===== src/rtl/core/sorted_priority_insert_queue_top_macros.svh =====
// ----------------------------------------------------------------------------
// Assertion macros for the sorted priority insert queue
// Concurrent check wrappers; defining NO_ASSERTIONS compiles them away.
// ----------------------------------------------------------------------------
`ifndef SORTED_PRIORITY_INSERT_QUEUE_TOP_MACROS_SVH
`define SORTED_PRIORITY_INSERT_QUEUE_TOP_MACROS_SVH

`ifndef NO_ASSERTIONS
// checked outside reset
`define SPQ_ASSERT(lbl, clk, rstn, prop, msg) \
    lbl: assert property (@(posedge clk) disable iff (!rstn) prop) else $error(msg);
// checked on every edge, reset included
`define SPQ_ASSERT_ALWAYS(lbl, clk, prop, msg) \
    lbl: assert property (@(posedge clk) prop) else $error(msg);
`else
`define SPQ_ASSERT(lbl, clk, rstn, prop, msg)
`define SPQ_ASSERT_ALWAYS(lbl, clk, prop, msg)
`endif

`endif


===== src/rtl/core/spq_pkg.sv =====
// ----------------------------------------------------------------------------
// Sorted priority insert queue package
// Sizes, result codes, controller states and command/status structs.
// ----------------------------------------------------------------------------
package spq_pkg;

    localparam int DEPTH  = 16;
    localparam int CNT_W  = $clog2(DEPTH + 1);
    localparam int IDX_W  = $clog2(DEPTH);
    localparam int PRIO_W = 16;
    localparam int DATA_W = 32;
    localparam int KIND_W = 2;

    typedef enum logic {
        ACT_INSERT  = 1'b0,
        ACT_DISPLAY = 1'b1
    } t_action;

    typedef enum logic [KIND_W-1:0] {
        KIND_ACCEPT = 2'd0,
        KIND_FULL   = 2'd1,
        KIND_DATA   = 2'd2,
        KIND_EMPTY  = 2'd3
    } t_kind;

    typedef enum logic {
        S_IDLE = 1'b0,
        S_DISP = 1'b1
    } t_state;

    typedef struct packed {
        logic  ins;
        logic  out_ld;
        t_kind out_kind;
        logic  idx_clr;
        logic  idx_inc;
    } t_dp_cmd;

    typedef struct packed {
        logic full;
        logic empty;
        logic idx_last;
        logic out_free;
    } t_dp_sts;

endpackage


===== src/rtl/core/spq_in_if.sv =====
// ----------------------------------------------------------------------------
// Queue request channel
// Valid/ready channel carrying one insert or display request word.
// ----------------------------------------------------------------------------
interface spq_in_if;

    logic                                   valid;
    logic                                   ready;
    logic                                   action;
    logic signed [spq_pkg::PRIO_W-1:0]      priority_req;
    logic signed [spq_pkg::DATA_W-1:0]      value;

    modport source (output valid, output action, output priority_req, output value,
                    input ready);
    modport sink   (input valid, input action, input priority_req, input value,
                    output ready);

endinterface


===== src/rtl/core/spq_out_if.sv =====
// ----------------------------------------------------------------------------
// Queue result channel
// Valid/ready channel carrying one result word.
// ----------------------------------------------------------------------------
interface spq_out_if;

    logic                                   valid;
    logic                                   ready;
    logic        [spq_pkg::KIND_W-1:0]      kind;
    logic signed [spq_pkg::DATA_W-1:0]      data;
    logic                                   last;

    modport source (output valid, output kind, output data, output last, input ready);
    modport sink   (input valid, input kind, input data, input last, output ready);

endinterface


===== src/rtl/core/spq_datapath.sv =====
// ----------------------------------------------------------------------------
// Queue datapath
// Sorted entry row with parallel compare and shift insert, entry count,
// display read index and the output word register.
// ----------------------------------------------------------------------------
`include "sorted_priority_insert_queue_top_macros.svh"

module spq_datapath (
    input  logic                                i_clk,
    input  logic                                i_rst_n,
    input  spq_pkg::t_dp_cmd                    i_cmd,
    output spq_pkg::t_dp_sts                    o_sts,
    input  logic signed [spq_pkg::PRIO_W-1:0]   i_priority_req,
    input  logic signed [spq_pkg::DATA_W-1:0]   i_value,
    input  logic                                i_out_ready,
    output logic                                o_out_valid,
    output spq_pkg::t_kind                      o_kind,
    output logic signed [spq_pkg::DATA_W-1:0]   o_data,
    output logic                                o_last
);

    logic signed [spq_pkg::DATA_W-1:0]  r_val   [spq_pkg::DEPTH];
    logic signed [spq_pkg::PRIO_W-1:0]  r_prio  [spq_pkg::DEPTH];
    logic signed [spq_pkg::DATA_W-1:0]  n_val   [spq_pkg::DEPTH];
    logic signed [spq_pkg::PRIO_W-1:0]  n_prio  [spq_pkg::DEPTH];
    logic signed [spq_pkg::DATA_W-1:0]  sh_val  [spq_pkg::DEPTH];
    logic signed [spq_pkg::PRIO_W-1:0]  sh_prio [spq_pkg::DEPTH];
    logic        [spq_pkg::DEPTH-1:0]   lt;
    logic        [spq_pkg::DEPTH-1:0]   lt_prev;

    logic [spq_pkg::CNT_W-1:0]          r_count;
    logic [spq_pkg::CNT_W-1:0]          n_count;
    logic [spq_pkg::IDX_W-1:0]          r_idx;
    logic [spq_pkg::IDX_W-1:0]          n_idx;

    logic                               r_out_valid;
    logic                               n_out_valid;
    spq_pkg::t_kind                     r_kind;
    logic signed [spq_pkg::DATA_W-1:0]  r_data;
    logic                               r_last;
    logic signed [spq_pkg::DATA_W-1:0]  n_data;
    logic                               n_last;

    // entries below the insert point (row is sorted, so this is a prefix)
    always_comb begin
        for (int i = 0; i < spq_pkg::DEPTH; i++) begin
            lt[i] = (spq_pkg::CNT_W'(i) < r_count) && (r_prio[i] < i_priority_req);
        end
        lt_prev = {lt[spq_pkg::DEPTH-2:0], 1'b1};
    end

    always_comb begin
        sh_val[0]  = r_val[0];
        sh_prio[0] = r_prio[0];
        for (int i = 1; i < spq_pkg::DEPTH; i++) begin
            sh_val[i]  = r_val[i-1];
            sh_prio[i] = r_prio[i-1];
        end
        for (int i = 0; i < spq_pkg::DEPTH; i++) begin
            if (lt[i]) begin
                n_val[i]  = r_val[i];
                n_prio[i] = r_prio[i];
            end else if (lt_prev[i]) begin
                n_val[i]  = i_value;
                n_prio[i] = i_priority_req;
            end else begin
                n_val[i]  = sh_val[i];
                n_prio[i] = sh_prio[i];
            end
        end
    end

    always_ff @(posedge i_clk) begin
        if (i_cmd.ins) begin
            r_val  <= n_val;
            r_prio <= n_prio;
        end
    end

    always_comb begin
        n_count = r_count;
        if (i_cmd.ins) begin
            n_count = r_count + spq_pkg::CNT_W'(1);
        end
        n_idx = r_idx;
        if (i_cmd.idx_clr) begin
            n_idx = '0;
        end else if (i_cmd.idx_inc) begin
            n_idx = r_idx + spq_pkg::IDX_W'(1);
        end
    end

    always_comb begin
        o_sts.full     = (r_count == spq_pkg::CNT_W'(spq_pkg::DEPTH));
        o_sts.empty    = (r_count == '0);
        o_sts.idx_last = ((spq_pkg::CNT_W'(r_idx) + spq_pkg::CNT_W'(1)) == r_count);
        o_sts.out_free = !r_out_valid || i_out_ready;
    end

    always_comb begin
        n_out_valid = r_out_valid && !i_out_ready;
        if (i_cmd.out_ld) begin
            n_out_valid = 1'b1;
        end
        n_data = '0;
        n_last = 1'b1;
        if (i_cmd.out_kind == spq_pkg::KIND_DATA) begin
            n_data = r_val[r_idx];
            n_last = o_sts.idx_last;
        end
    end

    always_ff @(posedge i_clk) begin
        if (!i_rst_n) begin
            r_count     <= '0;
            r_idx       <= '0;
            r_out_valid <= 1'b0;
        end else begin
            r_count     <= n_count;
            r_idx       <= n_idx;
            r_out_valid <= n_out_valid;
        end
    end

    always_ff @(posedge i_clk) begin
        if (i_cmd.out_ld) begin
            r_kind <= i_cmd.out_kind;
            r_data <= n_data;
            r_last <= n_last;
        end
    end

    assign o_out_valid = r_out_valid;
    assign o_kind      = r_kind;
    assign o_data      = r_data;
    assign o_last      = r_last;

    `SPQ_ASSERT_ALWAYS(a_count_rst, i_clk, !i_rst_n |=> (r_count == '0), "count not cleared")
    `SPQ_ASSERT(a_count_max, i_clk, i_rst_n, r_count <= spq_pkg::CNT_W'(spq_pkg::DEPTH), "count over depth")
    `SPQ_ASSERT(a_ins_inc, i_clk, i_rst_n, i_cmd.ins |=> (r_count == $past(r_count) + spq_pkg::CNT_W'(1)), "insert did not bump count")

endmodule


===== src/rtl/core/spq_ctrl.sv =====
// ----------------------------------------------------------------------------
// Queue controller
// Accepts requests, issues insert and output loads, sequences displays.
// ----------------------------------------------------------------------------
`include "sorted_priority_insert_queue_top_macros.svh"

module spq_ctrl (
    input  logic                i_clk,
    input  logic                i_rst_n,
    input  logic                i_in_valid,
    input  logic                i_action,
    output logic                o_in_ready,
    input  spq_pkg::t_dp_sts    i_sts,
    output spq_pkg::t_dp_cmd    o_cmd
);

    spq_pkg::t_state r_state;
    spq_pkg::t_state n_state;

    always_ff @(posedge i_clk) begin
        if (!i_rst_n) begin
            r_state <= spq_pkg::S_IDLE;
        end else begin
            r_state <= n_state;
        end
    end

    always_comb begin
        n_state        = r_state;
        o_in_ready     = 1'b0;
        o_cmd.ins      = 1'b0;
        o_cmd.out_ld   = 1'b0;
        o_cmd.out_kind = spq_pkg::KIND_ACCEPT;
        o_cmd.idx_clr  = 1'b0;
        o_cmd.idx_inc  = 1'b0;
        unique case (r_state)
            spq_pkg::S_IDLE: begin
                o_in_ready = i_sts.out_free;
                if (i_in_valid && i_sts.out_free) begin
                    if (i_action == spq_pkg::ACT_INSERT) begin
                        o_cmd.out_ld   = 1'b1;
                        o_cmd.ins      = !i_sts.full;
                        o_cmd.out_kind = i_sts.full ? spq_pkg::KIND_FULL
                                                    : spq_pkg::KIND_ACCEPT;
                    end else if (i_sts.empty) begin
                        o_cmd.out_ld   = 1'b1;
                        o_cmd.out_kind = spq_pkg::KIND_EMPTY;
                    end else begin
                        o_cmd.idx_clr  = 1'b1;
                        n_state        = spq_pkg::S_DISP;
                    end
                end
            end
            spq_pkg::S_DISP: begin
                o_cmd.out_kind = spq_pkg::KIND_DATA;
                if (i_sts.out_free) begin
                    o_cmd.out_ld  = 1'b1;
                    o_cmd.idx_inc = 1'b1;
                    if (i_sts.idx_last) begin
                        n_state = spq_pkg::S_IDLE;
                    end
                end
            end
            default: begin
                n_state = spq_pkg::S_IDLE;
            end
        endcase
    end

    `SPQ_ASSERT(a_disp_no_accept, i_clk, i_rst_n, (r_state == spq_pkg::S_DISP) |-> !o_in_ready, "request taken mid display")
    `SPQ_ASSERT(a_disp_end, i_clk, i_rst_n, (r_state == spq_pkg::S_DISP && i_sts.out_free && i_sts.idx_last) |=> (r_state == spq_pkg::S_IDLE), "display did not end")

endmodule


===== src/rtl/core/sorted_priority_insert_queue_top.sv =====
// ----------------------------------------------------------------------------
// Sorted priority insert queue
// Bounded queue kept in ascending priority order; equal priorities newest
// first. Inserts into a full queue are dropped and reported.
//
//  channel   dir   port   word
//  request   in    i_in   action, priority_req, value
//  result    out   o_out  kind, data, last
//
// Insert: one result word; compare and shift run over the whole row.
// Display: the read index is cleared first, then one word per stored entry is
// read through the single row read port; an empty queue gives one word.
// Reset clears the entry count and control state, not the entries. A stalled
// result holds its register and blocks the next request; display pauses while
// o_out is stalled.
// ----------------------------------------------------------------------------
module sorted_priority_insert_queue_top (
    input  logic        i_clk,
    input  logic        i_rst_n,
    spq_in_if.sink      i_in,
    spq_out_if.source   o_out
);

    spq_pkg::t_dp_cmd   cmd;
    spq_pkg::t_dp_sts   sts;
    spq_pkg::t_kind     kind;

    spq_ctrl u_ctl (
        .i_clk      (i_clk),
        .i_rst_n    (i_rst_n),
        .i_in_valid (i_in.valid),
        .i_action   (i_in.action),
        .o_in_ready (i_in.ready),
        .i_sts      (sts),
        .o_cmd      (cmd)
    );

    spq_datapath u_dp (
        .i_clk          (i_clk),
        .i_rst_n        (i_rst_n),
        .i_cmd          (cmd),
        .o_sts          (sts),
        .i_priority_req (i_in.priority_req),
        .i_value        (i_in.value),
        .i_out_ready    (o_out.ready),
        .o_out_valid    (o_out.valid),
        .o_kind         (kind),
        .o_data         (o_out.data),
        .o_last         (o_out.last)
    );

    assign o_out.kind = kind;

endmodule

===== src/flat_wrapper.sv =====
// flat-port wrapper written by rule: the top's interface ports become plain ports
module sorted_priority_insert_queue_top_flat 
  (i_clk, i_rst_n, i_in_valid, i_in_action, i_in_priority_req, i_in_value, i_in_ready, o_out_valid, o_out_kind, o_out_data, o_out_last, o_out_ready);
  spq_in_if i_in_i ();
  spq_out_if o_out_i ();
  input  logic i_clk;
  input  logic i_rst_n;
  input wire logic [$bits(i_in_i.valid)-1:0] i_in_valid;
  input wire logic [$bits(i_in_i.action)-1:0] i_in_action;
  input wire logic [$bits(i_in_i.priority_req)-1:0] i_in_priority_req;
  input wire logic [$bits(i_in_i.value)-1:0] i_in_value;
  output wire logic [$bits(i_in_i.ready)-1:0] i_in_ready;
  output wire logic [$bits(o_out_i.valid)-1:0] o_out_valid;
  output wire logic [$bits(o_out_i.kind)-1:0] o_out_kind;
  output wire logic [$bits(o_out_i.data)-1:0] o_out_data;
  output wire logic [$bits(o_out_i.last)-1:0] o_out_last;
  input wire logic [$bits(o_out_i.ready)-1:0] o_out_ready;
  assign i_in_i.valid = i_in_valid;
  assign i_in_i.action = i_in_action;
  assign i_in_i.priority_req = i_in_priority_req;
  assign i_in_i.value = i_in_value;
  assign i_in_ready = i_in_i.ready;
  assign o_out_valid = o_out_i.valid;
  assign o_out_kind = o_out_i.kind;
  assign o_out_data = o_out_i.data;
  assign o_out_last = o_out_i.last;
  assign o_out_i.ready = o_out_ready;
  sorted_priority_insert_queue_top u_core (.i_clk(i_clk), .i_rst_n(i_rst_n), .i_in(i_in_i), .o_out(o_out_i));
endmodule

===== config.mk =====
export PLATFORM = sky130hd
export DESIGN_NAME = sorted_priority_insert_queue_top_flat
export DESIGN_NICKNAME = d
export VERILOG_FILES = /design/src/rtl/core/spq_pkg.sv /design/src/rtl/core/spq_in_if.sv /design/src/rtl/core/spq_out_if.sv /design/src/rtl/core/spq_datapath.sv /design/src/rtl/core/spq_ctrl.sv /design/src/rtl/core/sorted_priority_insert_queue_top.sv /design/src/flat_wrapper.sv
export VERILOG_INCLUDE_DIRS = /design/src /design/src/rtl/core
export SDC_FILE = /design/constraint.sdc
export NUM_CORES = 1
export LEC_CHECK = 0
export BUFFER_PORTS_ARGS = -buffer_cell sky130_fd_sc_hd__clkbuf_2
export CORE_ASPECT_RATIO = 1.5
export CORE_MARGIN = 2
export CORE_UTILIZATION = 35
export CTS_CLUSTER_DIAMETER = 120
export CTS_CLUSTER_SIZE = 30
export DETAILED_ROUTE_END_ITERATION = 10
export SETUP_SLACK_MARGIN = 0.02
export SLEW_MARGIN = 0
export SYNTH_ARGS = -nofsm -noshare
export SYNTH_HDL_FRONTEND = slang
export SYNTH_SLANG_ARGS = --single-unit

===== constraint.sdc =====
create_clock -name i_clk -period 5.9 [get_ports i_clk]
set_clock_uncertainty 0.15 [all_clocks]
set_input_delay 0.295 -clock i_clk [delete_from_list [all_inputs] [get_ports i_clk]]
set_output_delay 0.295 -clock i_clk [all_outputs]
set_load 0.02 [all_outputs]

==> results.sh <==
export IMPL_final_common_cell="edfxtp_1"
export IMPL_layout_common_cells="edfxtp_1 (803), mux2_2 (709), ha_1 (243), mux4_2 (160), clkbuf_2 (89)"
export IMPL_rrSetupSlack_ns=2.08
export IMPL_cp_data_required_time_ns=6.18
export IMPL_die_h_um=433
export IMPL_worstMarginPinSlew_ns=1.30
export IMPL_critPathMaxFanout=29
export IMPL_utilization=0.386
export IMPL_grt_antenna_before_repair=5
export IMPL_nets=3030
export IMPL_synth_area_leader_cell="edfxtp_1"
export IMPL_synth_seq_cells=814
export IMPL_grt_pass1_vias=26500
export IMPL_rsz0062_at_grt="no"
export IMPL_vias=24900
export IMPL_viasPerCell=5.73
export IMPL_synth_async_reset_ratio=0
export IMPL_drtAntennaViolNets=0
export IMPL_io_buffers=89
export IMPL_fin_crit_sh=0.763
export IMPL_ys_types=59
export IMPL_syn_avg_cell_area_um2=16.1
export IMPL_worstRegToRegCells=8
export IMPL_syn_inst=2664
export IMPL_n_fill_cell=11100
export IMPL_ir_worst_vdd_v=0.000269
export IMPL_critPathKind="in -> reg"
export IMPL_cts_made_buffers=31
export IMPL_hold_viol_final=0
export IMPL_ys_flop_type="edfxtp_1"
export IMPL_drv_cap=0
export IMPL_timing_rr_end="u_core.u_dp.r_val[182]$_DFFE_PP_"
export IMPL_total_power_mw=10.9
export IMPL_hp_class="in -> reg"
export IMPL_clk_latency_ns=0.71
export IMPL_dp_hpwl_mm=80.6
export IMPL_grt_max_degree=52
export IMPL_synth_edf_count=803
export IMPL_p_leak_nw=15.7
export IMPL_clkSinkCount=814
export IMPL_cts_tree="yes"
export IMPL_crit_buf_inv=4
export IMPL_yosys_area_top_type_share=0.561
export IMPL_h_tree_depth=1
export IMPL_fmax_mhz=222
export IMPL_ys_warn_count=0
export IMPL_ys_top_cells_by_area="edfxtp_1 (56%), mux2_2 (19%), mux4_2 (8.4%)"
export IMPL_first_pass_iters=5
export IMPL_setup_viol=0
export IMPL_drc=0
export IMPL_crit_top_cell="a211oi_1"
export IMPL_cts_root_buf="clkbuf_16"
export IMPL_worstSetupEndpointType="flop"
export IMPL_whs_endpoint="u_core.u_dp.r_prio[240]$_DFFE_PP_"
export IMPL_crit_chain="dlygate4sd3_1 > clkbuf_2 > inv_1 > ha_1 > a211oi_1 > nor2_1 > a211oi_1 > nor4_1 > o31ai_4 > buf_4 > mux2_2"
export IMPL_max_stage_delay_ns=0.68
export IMPL_path_delay_family="buffers and inverters"
export IMPL_tns_ns=0
export IMPL_slowest_stage="inv_1"
export IMPL_initial_utilization=0.353
export IMPL_hold_path_startpoint="i_in_priority_req[0]"
export IMPL_fin_crit_ns=4.50
export IMPL_cts_buffer_depth=3
export IMPL_drive_gt1_frac=0.403
export IMPL_slew_headroom=0.131
export IMPL_die_w_um=290
export IMPL_drt_total_wl_mm=127
export IMPL_gr_usage_all_layers=0.198
export IMPL_yosysSeqAreaShare=0.566
export IMPL_status="finished clean"
export IMPL_power_density_nw_per_um2=232
export IMPL_cp_start_kind="input pin"
export IMPL_syn_to_final_growth_pct=9.39
export IMPL_io_pins=90
export IMPL_slew_viol_final=0
export IMPL_drt_iter0_drc=1973
export IMPL_grt_ovfl_total=0
export IMPL_row_count=157
export IMPL_coreArea_um2=122000
export IMPL_path_clk_slew_ns=0.12
export IMPL_arrival_ns=4.79
export IMPL_syn_nets=2960
export IMPL_wl_per_cell_um=29.2
export IMPL_r2r_start="u_core.u_dp.r_prio[111]$_DFFE_PP_"
export IMPL_grt_pass1_wl_mm=184
export IMPL_hold_depth=1
export IMPL_routabilityCongestion=0.850
export IMPL_synthesis_area_um2=43000
export IMPL_fin_area_um2=47100
export IMPL_placed_cell_area_um2=45700
export IMPL_dieArea_um2=126000
==> worst max-delay path by stage <==
stage	to	cells after the start	startpoint	slack, ns
after global routing	u_core.u_dp.r_val[25]$_DFFE_PP_	11	i_in_priority_req[5]	1.30
after CTS	u_core.u_dp.r_val[13]$_DFFE_PP_	11	i_in_priority_req[5]	1.46
after floorplan	u_core.u_dp.r_prio[100]$_DFFE_PP_	11	i_in_priority_req[7]	1.03
after detailed placement	u_core.u_dp.r_prio[83]$_DFFE_PP_	11	i_in_priority_req[11]	1.27
after global placement	u_core.u_dp.r_prio[8]$_DFFE_PP_	10	i_in_priority_req[5]	1.30
final	u_core.u_dp.r_val[25]$_DFFE_PP_	11	i_in_priority_req[5]	1.40
==> state kept, by name (all words and copies together) (netlist names) <==
signal,cells
u_core.u_dp.r_val,512
u_core.u_dp.o_data,32
u_core.u_ctl.r_state,1
u_core.u_dp.o_last,1
u_core.u_dp.r_idx,4
u_core.u_dp.r_prio,256
u_core.u_dp.o_kind,2
u_core.u_dp.r_count,5
u_core.u_dp.o_out_valid,1
==> per-stage QoR <==
stage                     instances  worst slack, ns  hold slack, ns
after CTS                      4339             1.46          0.0659
after global routing           4341             1.30           0.146
after floorplan                2664             1.03           0.244
after global placement         4240             1.30           0.391
after detailed placement       4240             1.27           0.401
final                          4341             1.40           0.113
==> worst register-to-register path: stages, from the launching register on <==
cell,delay [ns]
edfxtp_1,0.48
ha_1,0.45
nand4_1,0.17
a31oi_1,0.08
a2111oi_0,0.41
o21ai_1,0.32
o21ai_4,0.26
buf_4,0.73
mux2_2,0.49
==> cells by family after synthesis <==
| kind of cell | share of synthesized area |
|---|---|
| and+or+nand+nor | 0.0358 |
| adders and majority gates | 0.0707 |
| muxes | 0.272 |
| AOI/OAI and AO/OA | 0.0329 |
| buffers and inverters | 0.0206 |
| DFF | 0.566 |
| xor gates and xnor gates | 0.00224 |
==> layer usage <==
layer / wire length [µm] / up-vias / part of all wire / global-route usage
met4: 5100 / 6 / 0.040 / 0.0776
met2: 65700 / 716 / 0.52 / 0.359
met1: 50900 / 13200 / 0.40 / 0.242
met5: 41 / - / 0.00032 / 0
met3: 4980 / 205 / 0.039 / 0.0196
li1: - / 10800 / - / -
==> Yosys cell counts (all sizes together), types with 10 or more instances <==
cell	count
a211oi	36
o21bai	10
nor2b	11
a31oi	10
ha	243
dfxtp	11
mux2	718
a21oi	58
clkbuf	85
inv	22
mux4	160
o21ai	58
nand3	26
nand2b	11
nor2	70
edfxtp	803
nand4	26
and2	43
a21o	20
nand2	60
buf	90
==> cell type report <==
type	instances	area, µm²	share of cell area
flip-flops and latches	814	24300	0.517
multi-input cells	1653	18100	0.384
well taps	1590	1990	0.0423
repair buffers	212	1670	0.0355
clock buffers	44	835	0.0177
inverters	22	82.6	0.00176
clock inverters	4	38.8	0.000824
diodes	2	5.00	0.000106
==> repair_timing <==
action                    CTS  global route
gates resized for setup     0             0
hold buffers               51             0
hold endpoints to repair  335             0
buffers inserted            0             0
==> power by group <==
part | internal [mW] | leakage, nW | switching [mW]
Clock | 1.01 | 0.424 | 1.83
Sequential | 6.68 | 7.59 | 0.154
Combinational | 0.504 | 7.69 | 0.752
Total | 8.19 | 15.7 | 2.74
Note: power is estimated with default switching activity, not from simulation.
